### src/rtl/tkc_pkg.sv
`timescale 1ns / 1ps
// ----------------------------------------------------------------------------
// tkc_pkg
// Shared types and constants for the keyed result cache.
// ----------------------------------------------------------------------------
package tkc_pkg;

  localparam logic [15:0] TTL_RESET = 16'd300;

  localparam logic OP_LOOKUP = 1'b0;
  localparam logic OP_STORE  = 1'b1;

  typedef enum logic [2:0] {
    ST_IDLE,
    ST_META,
    ST_CHK,
    ST_CMP_RD,
    ST_CMP_EQ,
    ST_COPY_RD,
    ST_COPY_WR,
    ST_RESULT
  } state_t;

  // Commands from the controller to the datapath.
  typedef struct packed {
    logic in_ready;
    logic meta_rd;
    logic chk;
    logic next_slot;
    logic victim_cur;
    logic victim_min;
    logic clr_j;
    logic byte_rd;
    logic byte_next;
    logic set_hit;
    logic copy_rd;
    logic copy_wr;
    logic load_out;
  } ctl_t;

  // Status from the datapath to the controller.
  typedef struct packed {
    logic in_valid;
    logic in_last;
    logic op_err;
    logic is_store;
    logic used_cur;
    logic len_eq;
    logic byte_eq;
    logic last_byte;
    logic last_slot;
    logic out_free;
  } sts_t;

endpackage

### src/rtl/tkc_ctrl.sv
`timescale 1ns / 1ps
// ----------------------------------------------------------------------------
// tkc_ctrl
// Sequencer that walks the slots, compares keys and copies keys being stored.
// ----------------------------------------------------------------------------
module tkc_ctrl
  import tkc_pkg::*;
(
  input  logic clk,
  input  logic rst,
  input  sts_t sts,
  output ctl_t ctl
);

  state_t state, state_next;

  always_ff @(posedge clk) begin
    if (rst) begin
      state <= ST_IDLE;
    end else begin
      state <= state_next;
    end
  end

  always_comb begin
    ctl = '0;
    state_next = state;
    unique case (state)
      ST_IDLE: begin
        ctl.in_ready = 1'b1;
        if (sts.in_valid && sts.in_last) begin
          state_next = ST_META;
        end
      end
      ST_META: begin
        if (sts.op_err) begin
          state_next = ST_RESULT;
        end else begin
          ctl.meta_rd = 1'b1;
          state_next = ST_CHK;
        end
      end
      ST_CHK: begin
        ctl.chk = 1'b1;
        if (!sts.used_cur && sts.is_store) begin
          ctl.victim_cur = 1'b1;
          ctl.clr_j = 1'b1;
          state_next = ST_COPY_RD;
        end else if (sts.used_cur && sts.len_eq) begin
          ctl.clr_j = 1'b1;
          state_next = ST_CMP_RD;
        end else if (!sts.last_slot) begin
          ctl.next_slot = 1'b1;
          state_next = ST_META;
        end else if (sts.is_store) begin
          ctl.victim_min = 1'b1;
          ctl.clr_j = 1'b1;
          state_next = ST_COPY_RD;
        end else begin
          state_next = ST_RESULT;
        end
      end
      ST_CMP_RD: begin
        ctl.byte_rd = 1'b1;
        state_next = ST_CMP_EQ;
      end
      ST_CMP_EQ: begin
        if (sts.byte_eq && !sts.last_byte) begin
          ctl.byte_next = 1'b1;
          state_next = ST_CMP_RD;
        end else if (sts.byte_eq && !sts.is_store) begin
          ctl.set_hit = 1'b1;
          state_next = ST_RESULT;
        end else if (sts.byte_eq) begin
          ctl.victim_cur = 1'b1;
          ctl.clr_j = 1'b1;
          state_next = ST_COPY_RD;
        end else if (!sts.last_slot) begin
          ctl.next_slot = 1'b1;
          state_next = ST_META;
        end else if (sts.is_store) begin
          ctl.victim_min = 1'b1;
          ctl.clr_j = 1'b1;
          state_next = ST_COPY_RD;
        end else begin
          state_next = ST_RESULT;
        end
      end
      ST_COPY_RD: begin
        ctl.copy_rd = 1'b1;
        state_next = ST_COPY_WR;
      end
      ST_COPY_WR: begin
        ctl.copy_wr = 1'b1;
        if (sts.last_byte) begin
          state_next = ST_RESULT;
        end else begin
          ctl.byte_next = 1'b1;
          state_next = ST_COPY_RD;
        end
      end
      ST_RESULT: begin
        if (sts.out_free) begin
          ctl.load_out = 1'b1;
          state_next = ST_IDLE;
        end
      end
      default: begin
        state_next = ST_IDLE;
      end
    endcase
  end

endmodule

### config.mk
export PLATFORM = sky130hd
export DESIGN_NAME = tkc_ctrl
export DESIGN_NICKNAME = d
export VERILOG_FILES = /design/src/rtl/tkc_pkg.sv /design/src/rtl/tkc_ctrl.sv
export SDC_FILE = /design/constraint.sdc
export NUM_CORES = 1
export LEC_CHECK = 0
export ABC_AREA = 0
export ABC_CLOCK_PERIOD_IN_PS = 1500
export BUFFER_PORTS_ARGS = -buffer_cell sky130_fd_sc_hd__clkbuf_2
export CORE_AREA = 3 3 40 42
export DETAILED_ROUTE_END_ITERATION = 16
export DIE_AREA = 0 0 43 45
export PLACE_DENSITY = 0.71
export SYNTH_ARGS = -nofsm -noshare
export SYNTH_HDL_FRONTEND = slang
export SYNTH_SLANG_ARGS = --single-unit
export TNS_END_PERCENT = 100
### constraint.sdc
create_clock -name clk -period 1.5 [get_ports clk]
set_input_delay 0.15 -clock clk [delete_from_list [all_inputs] [get_ports clk]]
set_output_delay 0.15 -clock clk [all_outputs]
set_load 0.01 [all_outputs]
==> impl_metrics.py, run 1 <==
metrics = {
    "run_status": {
        "outcome": "finished clean",
    },
    "cts": {
        "cts_tree": "yes",
        "clock_latency_ns": 0.23,
        "hold_buffers": 0,
        "cts.sinks": 3,
        "h-tree-depth": 1,
        "clk_pin_slew_ns": 0.03,
        "numCtsBuffers": 3,
        "clock_path_buffers": 2,
        "cts-root-buf": "clkbuf_4",
    },
    "sta": {
        "drv_slew": 0,
        "holdWs_ns": 0.117,
        "worst_slew_pin_slew_ns": 0.248,
        "fin_worst_skew_ns": 0.00522,
        "maxSlewHeadroom": 0.834,
        "finalSetupViolCount": 0,
        "clock.fmax_mhz": 682,
        "min_period_ns": 1.47,
        "period_share": 0.978,
        "rsz0062_at_grt": "yes",
        "hold_viol": 0,
        "worst_slack_ns": 0.0333,
    },
    "finish": {
        "multiInputGateArea_um2": 338,
        "mostFrequentLayoutCells": "22 x clkbuf_2, 6 x nor2_1, 5 x buf_4",
        "drive_above_1_share": 0.518,
        "fillers": 128,
        "syn_to_final_growth_pct": 57.5,
        "largest_reg_flops": 3,
        "mostFrequentLayoutCell": "clkbuf_2",
        "seq_area_um2": 71.3,
        "biggestRegsByFlops": "state (3)",
        "n_antenna_cell": 0,
        "regMostFlops": "state",
        "nets": 96,
    },
    "placed_design": {
        "pre_cts_ws_ns": 0.149,
        "gp_congestion": 0.783,
        "io_buffers": 24,
        "dp_hpwl_um": 953,
    },
    "pwr": {
        "power_leakage_nw": 0.289,
        "irDropWorstVdd_mv": 0.579,
        "total_power_mw": 0.604,
        "p_per_area_mw_per_mm2": 963,
    },
    "setup_path": {
        "cp.required_ns": 1.35,
        "critPathCaptureType": "output pin",
        "crit_path_start_kind": "flip-flop",
        "path_max_fanout": 8,
        "arrival_ns": 1.32,
        "worstSetupPathType": "flip-flop to output pin",
        "reg2reg_depth": 5,
    },
    "detailed_routing": {
        "ant_nets": 0,
        "highest_layer": "met3",
        "drtPass1Iterations": 3,
        "drt-initial-drc-count": 8,
        "drcViolationCount": 0,
        "vias": 531,
        "met3_length_um": 85,
        "wl_per_cell_um": 12.9,
        "met2WireLength_um": 626,
        "drt-met1-wl_um": 556,
        "via_per_inst": 5.42,
        "routed_wl_um": 1270,
    },
    "grt": {
        "grt_pass1_vias": 416,
        "grt_pass1_wl_um": 1840,
        "grt_use_total": 0.125,
        "grt_max_degree": 13,
        "grt_overflow": 0,
        "antenna_found_initial": 0,
    },
    "flow_run": {
        "max-cap-violations": 0,
    },
    "synthesis": {
        "syn_inst": 52,
        "ys_warn_count": 0,
        "ys_types": 32,
        "syn_area_um2": 398,
        "synthesis.nets": 64,
        "synth_seq_cells": 3,
        "synth_top_area_frac": 0.151,
        "synthFlopType": "dfxtp_1",
        "synth_top_cell_by_area": "dfxtp_1",
        "ys_seq_area_frac": 0.151,
        "syn_area_per_cell_um2": 7.65,
        "synth.area.top_cells": "dfxtp_1 15%, nand2b_1 7.9%, nor2_1 5.7%",
        "ys_async_sr_fraction": 0,
        "synth_edf_count": 0,
    },
    "die": {
        "fp.dieH_um": 45,
        "die_area_mm2": 0.00194,
        "fp.dieW_um": 43,
        "core-area_mm2": 0.00128,
        "ios": 25,
        "core.rowCount": 13,
        "start_util": 0.310,
    },
    "min_path": {
        "hold_class": "input port to flip-flop",
        "hold_path_depth": 2,
    },
}
[cell type report]
class                      count  share of cell area
tap                           15              0.0299
timing repair buffer          30               0.269
clock buffer                   4              0.0419
multi-input combinational     45               0.539
sequential                     3               0.114
inverter                       1             0.00599
[synth_stat cells, types with 2 or more instances]
cell and number:
and3_1 2, a31oi_1 2, nand2_1 3, nand2b_1 5, nor4_1 2, nor3_1 2
nor3b_1 2, dfxtp_1 3, buf_4 2, nor2_1 6, a32oi_1 2
[final timing paths]
check                 from  endpoint  slack (ns)
setup / recovery  state[2]    ctl[7]        0.03
hold / removal         rst  state[2]        0.12
setup reg to reg  state[2]  state[2]        0.19
hold reg to reg   state[0]  state[0]        0.56
[worst max-delay path, stage by stage (launching register included)]
cell and delay [ns]:
dfxtp_4 0.36, and2b_1 0.19, a32oi_1 0.10, nor4bb_1 0.27
buf_2 0.17
[per-layer routing]
metal	track usage	vias to the layer above
met5	0	-
met4	0.0361	0
met3	0.0398	0
met2	0.180	21
met1	0.178	238
li1	-	272
[power by group]
| part | leakage [nW] | switching (mW) | internal [mW] |
|---|---|---|---|
| combinational | 0.247 | 0.161 | 0.155 |
| sequential | 0.0267 | 0.0416 | 0.105 |
| clock | 0.0150 | 0.0418 | 0.0997 |
[repair_timing]
action | CTS | global route
setup endpoints to repair | 4 | 4
buffers inserted | 0 | 2
pin swaps | 1 | 2
resized for setup | 5 | 9
[cell families after synthesis]
| logic type | count (synthesis) | synth area share |
|---|---|---|
| buf+inv | 4 | 0.0754 |
| mux | 1 | 0.0283 |
| flops | 3 | 0.151 |
| compound gates | 13 | 0.277 |
| simple gates | 31 | 0.469 |
[stage by stage]
step	instances	utilization	TNS (ns)	instance area [µm²]
2_1_floorplan	52	-	0	398
3_3_place_gp	92	0.421	0	541
3_5_place_dp	92	0.421	0	541
4_1_cts	96	0.451	-0.00783	579
5_1_grt	98	0.488	-0.00628	627
6_report	98	0.488	0	627
No activity file was read; power rests on OpenSTA's default activity.
==> inputs of run 2 (changes only) <==
Settings changed: PLACE_DENSITY 0.71 to not set, SKIP_LAST_GASP set to 1.
==> impl_metrics.py, run 2 (synthesis results as in run 1) <==
metrics = {
    "finish": {
        "seq_area_um2": 68.8,
        "largest_reg_flops": 3,
        "syn_to_final_growth_pct": 72.0,
        "biggestRegsByFlops": "state (3)",
        "multiInputGateArea_um2": 357,
        "n_antenna_cell": 0,
        "regMostFlops": "state",
        "mostFrequentLayoutCell": "clkbuf_2",
        "mostFrequentLayoutCells": "22 x clkbuf_2, 7 x buf_4, 5 x nor2_1",
        "nets": 100,
        "fillers": 128,
        "drive_above_1_share": 0.563,
    },
    "pwr": {
        "irDropWorstVdd_mv": 0.453,
        "power.internal_mw": 0.402,
        "power_frac_comb": 0.598,
        "total_power_mw": 0.670,
        "switching_power_mw": 0.268,
        "p_per_area_mw_per_mm2": 979,
        "power_frac_clock": 0.208,
        "seqPwrFrac": 0.194,
        "swShare": 0.400,
        "power_leakage_nw": 0.307,
    },
    "placed_design": {
        "gp_congestion": 0.824,
        "io_buffers": 24,
        "dp_hpwl_um": 921,
    },
    "die": {
        "core.rowCount": 13,
        "fp.dieW_um": 43,
        "core-area_mm2": 0.00128,
        "die_area_mm2": 0.00194,
        "fp.dieH_um": 45,
        "start_util": 0.310,
        "ios": 25,
    },
    "grt": {
        "grt_use_total": 0.123,
        "grt_overflow": 0,
        "grt_pass1_vias": 429,
        "grt_max_degree": 13,
        "grt_pass1_wl_um": 1790,
        "antenna_found_initial": 0,
    },
    "detailed_routing": {
        "wl_per_cell_um": 12.7,
        "via_per_inst": 5.43,
        "vias": 554,
        "ant_nets": 0,
        "routed_wl_um": 1300,
        "drtPass1Iterations": 4,
        "drt-initial-drc-count": 11,
        "drcViolationCount": 0,
    },
    "sta": {
        "finalSetupViolCount": 0,
        "clock.fmax_mhz": 689,
        "fin_worst_skew_ns": 0.00263,
        "drv_slew": 0,
        "maxSlewHeadroom": 0.832,
        "fin_tns_setup_ns": 0,
        "hold_viol": 0,
        "period_share": 0.968,
        "min_period_ns": 1.45,
        "rsz0062_at_grt": "yes",
        "worst_slew_pin_slew_ns": 0.248,
    },
    "setup_path": {
        "reg2reg_depth": 5,
        "crit_path_start_kind": "flip-flop",
        "path_cells": "buf_6 -> clkinvlp_4 -> buf_4 -> and3_1 -> clkbuf_2",
        "startpoint": "state[0]",
        "cp.depth": 5,
        "slowest_delay_ns": 0.37,
        "crit_end": "ctl[8]",
        "worst-path-buf-inv": 4,
        "r2r_end": "state[1]",
        "rrSetupSlack_ns": 0.17,
        "arrival_ns": 1.30,
        "worstSetupPathType": "flip-flop to output pin",
        "path_max_fanout": 11,
        "worstReg2RegStart": "state[0]",
        "cpMaxStageDelayCell": "dfxtp_4",
        "cp.required_ns": 1.35,
        "critPathCaptureType": "output pin",
        "crit_family": "buffers and inverters",
    },
    "cts": {
        "clk_pin_slew_ns": 0.04,
        "h-tree-depth": 1,
        "clock_latency_ns": 0.23,
        "clock_path_buffers": 2,
        "numCtsBuffers": 3,
        "cts_tree": "yes",
        "hold_buffers": 0,
        "cts.sinks": 3,
        "cts-root-buf": "clkbuf_4",
    },
    "min_path": {
        "hold_path_depth": 2,
        "hold_class": "input port to flip-flop",
    },
    "run_status": {
        "outcome": "finished clean",
    },
    "flow_run": {
        "max-cap-violations": 0,
    },
}
## run 2: layer usage
metal  track usage  vias to the layer above  routed length (µm)
li1              -                      277                   -
met1         0.161                      257                 597
met2         0.183                       20                 615
met3        0.0319                        0                  85
met4        0.0723                        0                   0
met5             0                        -                   0
## run 2: per-stage QoR
stage	instance area, µm²	utilization	hold slack [ns]	worst slack (ns)	instances
floorplan	398	-	0.219	0.133	52
global placement	548	0.426	0.357	0.181	93
detailed placement	548	0.426	0.362	0.174	93
CTS	592	0.461	0.118	-0.0144	97
global route	684	0.533	0.113	-0.0563	102
finish	684	0.533	0.119	0.0481	102
## run 2: cell type report
type	instances	share of cell area
inverters	1	0.0110
clock buffers	4	0.0384
repair buffers	34	0.302
well taps	15	0.0274
multi-input cells	45	0.521
flip-flops and latches	3	0.101
## run 2: power groups by stage
stage | Sequential (mW) | Clock, mW | Combinational (mW)
2_1_floorplan | 0.117 | 0 | 0.199
6_report | 0.130 | 0.139 | 0.401
3_3_place_gp | 0.119 | 0 | 0.299
3_5_place_dp | 0.119 | 0 | 0.300
5_1_grt | 0.135 | 0.159 | 0.433
4_1_cts | 0.121 | 0.144 | 0.312
## run 2: what timing repair did
item | 4_1_cts | 5_1_grt
resized for setup | 5 | 14
pin swaps | 1 | 3
buffers inserted | 0 | 5
hold endpoints to repair | 0 | 0
gates cloned | 0 | 0
endpoints found under the setup margin | 3 | 5
## run 2: how the worst min path moves through the flow
stage | end | slack [ns] | startpoint
3_5_place_dp | state[2] | 0.36 | rst
3_3_place_gp | state[2] | 0.36 | rst
4_1_cts | state[0] | 0.12 | rst
2_1_floorplan | state[2] | 0.22 | rst
6_report | state[2] | 0.12 | rst
5_1_grt | state[0] | 0.11 | rst
